**src/design/pse_pkg.sv**
```systemverilog
// ---------------------------------------------------------------------------
// pse_pkg: shared definitions for the postfix stack evaluator
// Stack geometry, number format, symbol codes, status codes, the cell shift
// code and saturating 64-bit arithmetic.
// ---------------------------------------------------------------------------
package pse_pkg;

    localparam int STACK_DEPTH = 64;
    localparam int FRAC_BITS   = 16;
    localparam int VAL_W       = 64;
    localparam int CNT_W       = $clog2(STACK_DEPTH + 1);

    localparam logic [7:0] SYM_DIGIT_LO = 8'd48;
    localparam logic [7:0] SYM_DIGIT_HI = 8'd57;
    localparam logic [7:0] SYM_TRIPLE   = 8'h68;
    localparam logic [7:0] SYM_ADD      = 8'h2B;
    localparam logic [7:0] SYM_SUB      = 8'h2D;
    localparam logic [7:0] SYM_F        = 8'h66;
    localparam logic [7:0] SYM_G        = 8'h67;

    localparam logic [VAL_W-1:0] VAL_MAX = {1'b0, {(VAL_W-1){1'b1}}};
    localparam logic [VAL_W-1:0] VAL_MIN = {1'b1, {(VAL_W-1){1'b0}}};

    typedef enum logic [1:0] {
        ST_OK        = 2'd0,
        ST_UNDERFLOW = 2'd1,
        ST_NOT_ONE   = 2'd2,
        ST_OVERFLOW  = 2'd3
    } t_status;

    // What every stack cell does in a cycle.
    typedef enum logic [1:0] {
        SH_HOLD = 2'd0,
        SH_DOWN = 2'd1,
        SH_UP1  = 2'd2,
        SH_UP2  = 2'd3
    } t_shift;

    typedef struct packed {
        logic start;
        logic is_f;
    } t_fg_req;

    typedef struct packed {
        logic busy;
        logic done;
    } t_fg_rsp;

    function automatic logic [VAL_W-1:0] sat_add(input logic [VAL_W-1:0] a,
                                                 input logic [VAL_W-1:0] b);
        logic [VAL_W-1:0] r;
        r = a + b;
        if ((a[VAL_W-1] == b[VAL_W-1]) && (r[VAL_W-1] != a[VAL_W-1])) begin
            r = a[VAL_W-1] ? VAL_MIN : VAL_MAX;
        end
        return r;
    endfunction

    function automatic logic [VAL_W-1:0] sat_sub(input logic [VAL_W-1:0] a,
                                                 input logic [VAL_W-1:0] b);
        logic [VAL_W-1:0] r;
        r = a - b;
        if ((a[VAL_W-1] != b[VAL_W-1]) && (r[VAL_W-1] != a[VAL_W-1])) begin
            r = a[VAL_W-1] ? VAL_MIN : VAL_MAX;
        end
        return r;
    endfunction

endpackage

```
**src/design/pse_cell.sv**
```systemverilog
// ---------------------------------------------------------------------------
// pse_cell: one entry of the operand stack
// Holds one value and moves it toward or away from the top together with
// its neighbors.
// ---------------------------------------------------------------------------
module pse_cell (
    input  logic                  i_clk,
    input  pse_pkg::t_shift       i_shift,
    input  logic [pse_pkg::VAL_W-1:0] i_above,
    input  logic [pse_pkg::VAL_W-1:0] i_below1,
    input  logic [pse_pkg::VAL_W-1:0] i_below2,
    output logic [pse_pkg::VAL_W-1:0] o_value
);
    import pse_pkg::*;

    logic [VAL_W-1:0] r_value;
    logic [VAL_W-1:0] n_value;

    always_comb begin
        case (i_shift)
            SH_DOWN: n_value = i_above;
            SH_UP1:  n_value = i_below1;
            SH_UP2:  n_value = i_below2;
            default: n_value = r_value;
        endcase
    end

    always_ff @(posedge i_clk) begin
        r_value <= n_value;
    end

    assign o_value = r_value;

endmodule

```
**config.mk**
```make
export PLATFORM = sky130hd
export DESIGN_NAME = pse_cell
export DESIGN_NICKNAME = d
export VERILOG_FILES = /design/src/design/pse_pkg.sv /design/src/design/pse_cell.sv
export SDC_FILE = /design/constraint.sdc
export NUM_CORES = 1
export LEC_CHECK = 0
export BUFFER_PORTS_ARGS = -buffer_cell sky130_fd_sc_hd__buf_4
export CAP_MARGIN = 40
export CORE_AREA = 4 4 99 101
export CTS_CLUSTER_SIZE = 14
export DETAILED_ROUTE_END_ITERATION = 6
export DIE_AREA = 0 0 103 105
export GPL_ROUTABILITY_DRIVEN = 0
export PLACE_DENSITY = 0.8
export SKIP_CTS_REPAIR_TIMING = 1
export SYNTH_ARGS = -nofsm -noshare
export SYNTH_HDL_FRONTEND = slang
export SYNTH_SLANG_ARGS = --single-unit
export TNS_END_PERCENT = 1
```
**constraint.sdc**
```tcl
create_clock -name i_clk -period 2.5 [get_ports i_clk]
set_input_delay 0.125 -clock i_clk [delete_from_list [all_inputs] [get_ports i_clk]]
set_output_delay 0.125 -clock i_clk [all_outputs]
set_load 0.03 [all_outputs]
```
==> impl_metrics.json <==
{
  "status": "finished, final reports clean",
  "dr.pass1.iters": 4,
  "globalRouteMet1Util_pct": 18.6,
  "yosys-top-cells-area": "edfxtp_1 (59%), mux2i_1 (20%), a21oi_1 (9.8%), nor2_1 (7.3%), buf_8 (2.3%)",
  "post-place-ws_ns": 0.830,
  "ys_warn_count": 0,
  "report.final.slew_viol_count": 0,
  "crit_type": "input port to flop",
  "io_pins": 259,
  "max_freq_ghz": 0.762,
  "grt_use_total_pct": 18.9,
  "cts_buffers": 9,
  "netlist_area_mm2": 0.00328,
  "drt_iter0_drc": 81,
  "yosys.area.top_type_share_pct": 58.5,
  "clockRootBuffer": "clkbuf_8",
  "cp.arrival_ns": 1.37,
  "cts_tree": "built",
  "p_leak_nw": 2.60,
  "drive_gt1_share_pct": 52.0,
  "area_delta_synth_final_pct": 65.6,
  "ant_nets": 0,
  "clkTransAtPathRegs_ns": 0.08,
  "yosys.area.top_type": "edfxtp_1",
  "hp-start": "i_above[0]",
  "fin_area_mm2": 0.00544,
  "yosysSeqAreaShare_pct": 58.5,
  "synth_edf_count": 64,
  "final_cells": 648,
  "fin_crit_ns": 1.31,
  "crit_top_cell": "buf_4",
  "portBuffers": 258,
  "path_cells": "buf_4 > buf_4 > mux2i_1 > a21oi_1",
  "grt_pass1_wl_um": 15500,
  "die_x_um": 103,
  "yosysUniqueCellTypes": 10,
  "cp_top_family": "buffers and inverters",
  "wl_per_cell_um": 16.5,
  "diodes": 0,
  "start_util_pct": 36.4,
  "cts.sinks": 64,
  "crit_path_end_kind": "flop",
  "peakVddDrop_uv": 295,
  "setup_ws_ns": 1.19,
  "met2_usage_pct": 36.1,
  "row_count": 35,
  "hold_depth": 3,
  "drt-total-wl_um": 10700,
  "hold_slack_ns": 0.114,
  "pwr_density_cell_mw_per_mm2": 578,
  "ys_ff_latch": 64,
  "fp.dieH_um": 105,
  "slew_headroom_pct": 62.8,
  "setup_viol": 0,
  "vias": 3084,
  "dp_hpwl_um": 8480,
  "antenna_found_initial": 0,
  "cp_max_fo": 33,
  "postSynth.asyncResetShare_pct": 0,
  "finalHoldViolCount": 0,
  "syn_area_per_cell_um2": 11.8,
  "overflow": 0,
  "rsz0062_at_grt": "no",
  "num-nets-final": 727,
  "largest_reg_flops": 64,
  "hold_end": "o_value[0]",
  "cts_htree_levels": 3,
  "tightest_slew_ns": 0.559,
  "dieArea_mm2": 0.0108,
  "grt_max_degree": 57,
  "period_share_pct": 52.5,
  "drcViolationCount": 0,
  "drv_cap": 0,
  "use_met3_pct": 5.27,
  "slowest_stage": "buf_4",
  "routed_via_density": 4.76,
  "placed_cells": 632,
  "fin_setup_tns_ns": 0,
  "placed_area_mm2": 0.00525,
  "grt_pass1_vias": 3169,
  "core-area_mm2": 0.00902,
  "netlist_instances": 278,
  "worst_setup_path_start_kind": "input port",
  "syn_nets": 473,
  "worstPathRequired_ns": 2.55,
  "slowest_delay_ns": 0.45,
  "path_buf_inv": 2,
  "top_usage_layer": "met2",
  "synthTopCellsByCount": "a21oi_1 (64), edfxtp_1 (64), mux2i_1 (64), nor2_1 (64), clkbuf_1 (9)",
  "synth_flop_cell": "edfxtp_1",
  "cp.depth": 4,
  "min_path_type": "input port to flop",
  "cts_buffer_depth": 2
}
-- placed cells by master (no fill, tap or decap) --
cell	instances
a21oi_1	64
clkbuf_8	9
edfxtp_1	64
clkinv_1	1
or2_2	1
buf_4	264
nor2_1	64
bufinv_16	1
clkinvlp_4	1
clkinv_4	1
clkinv_2	2
mux2i_1	64
clkbuf_1	1
-- through the flow --
step                utilization, %  power (mW)
CTS                           60.3        3.19
floorplan                        -        1.85
finish                        60.3        3.14
global placement              58.2        2.30
detailed placement            58.2        2.32
global route                  60.3        3.29
-- layer usage --
metal | vias up | routed length, um
met4 | 0 | 200
met1 | 1394 | 3410
met5 | - | 0
li1 | 1523 | -
met2 | 153 | 5920
met3 | 14 | 1140
-- kinds of logic (layout without fill, tap and decap cells) --
logic type / after synthesis / after routing / share of synthesized area, %
simple gates: 65 / 65 / 7.50
compound gates: 64 / 64 / 9.75
mux: 64 / 64 / 19.5
flops: 64 / 64 / 58.5
buf+inv: 21 / 280 / 4.72
-- final cells by class --
class | count | area, um2
well taps | 111 | 139
clock buffers | 10 | 128
clock inverters | 6 | 60.1
fillers | 771 | 3580
flip-flops and latches | 64 | 1920
multi-input cells | 193 | 1210
repair buffers | 264 | 1980
-- where the power goes --
part	internal [mW]	total, mW	switching [mW]
registers	1.33	1.37	0.0390
clock network	0.456	0.854	0.398
logic	0.430	0.923	0.493
-- how the worst max path moves through the flow --
| stage | from | endpoint | slack (ns) |
|---|---|---|---|
| floorplan | i_shift[0] | o_value[0] | 0.19 |
| global placement | i_shift[0] | o_value[58] | 0.91 |
| detailed placement | i_shift[0] | o_value[58] | 0.83 |
| CTS | i_shift[0] | o_value[58] | 1.19 |
| global route | i_shift[0] | o_value[58] | 1.15 |
| finish | i_shift[0] | o_value[58] | 1.19 |
(Power assumes the default switching activity.)
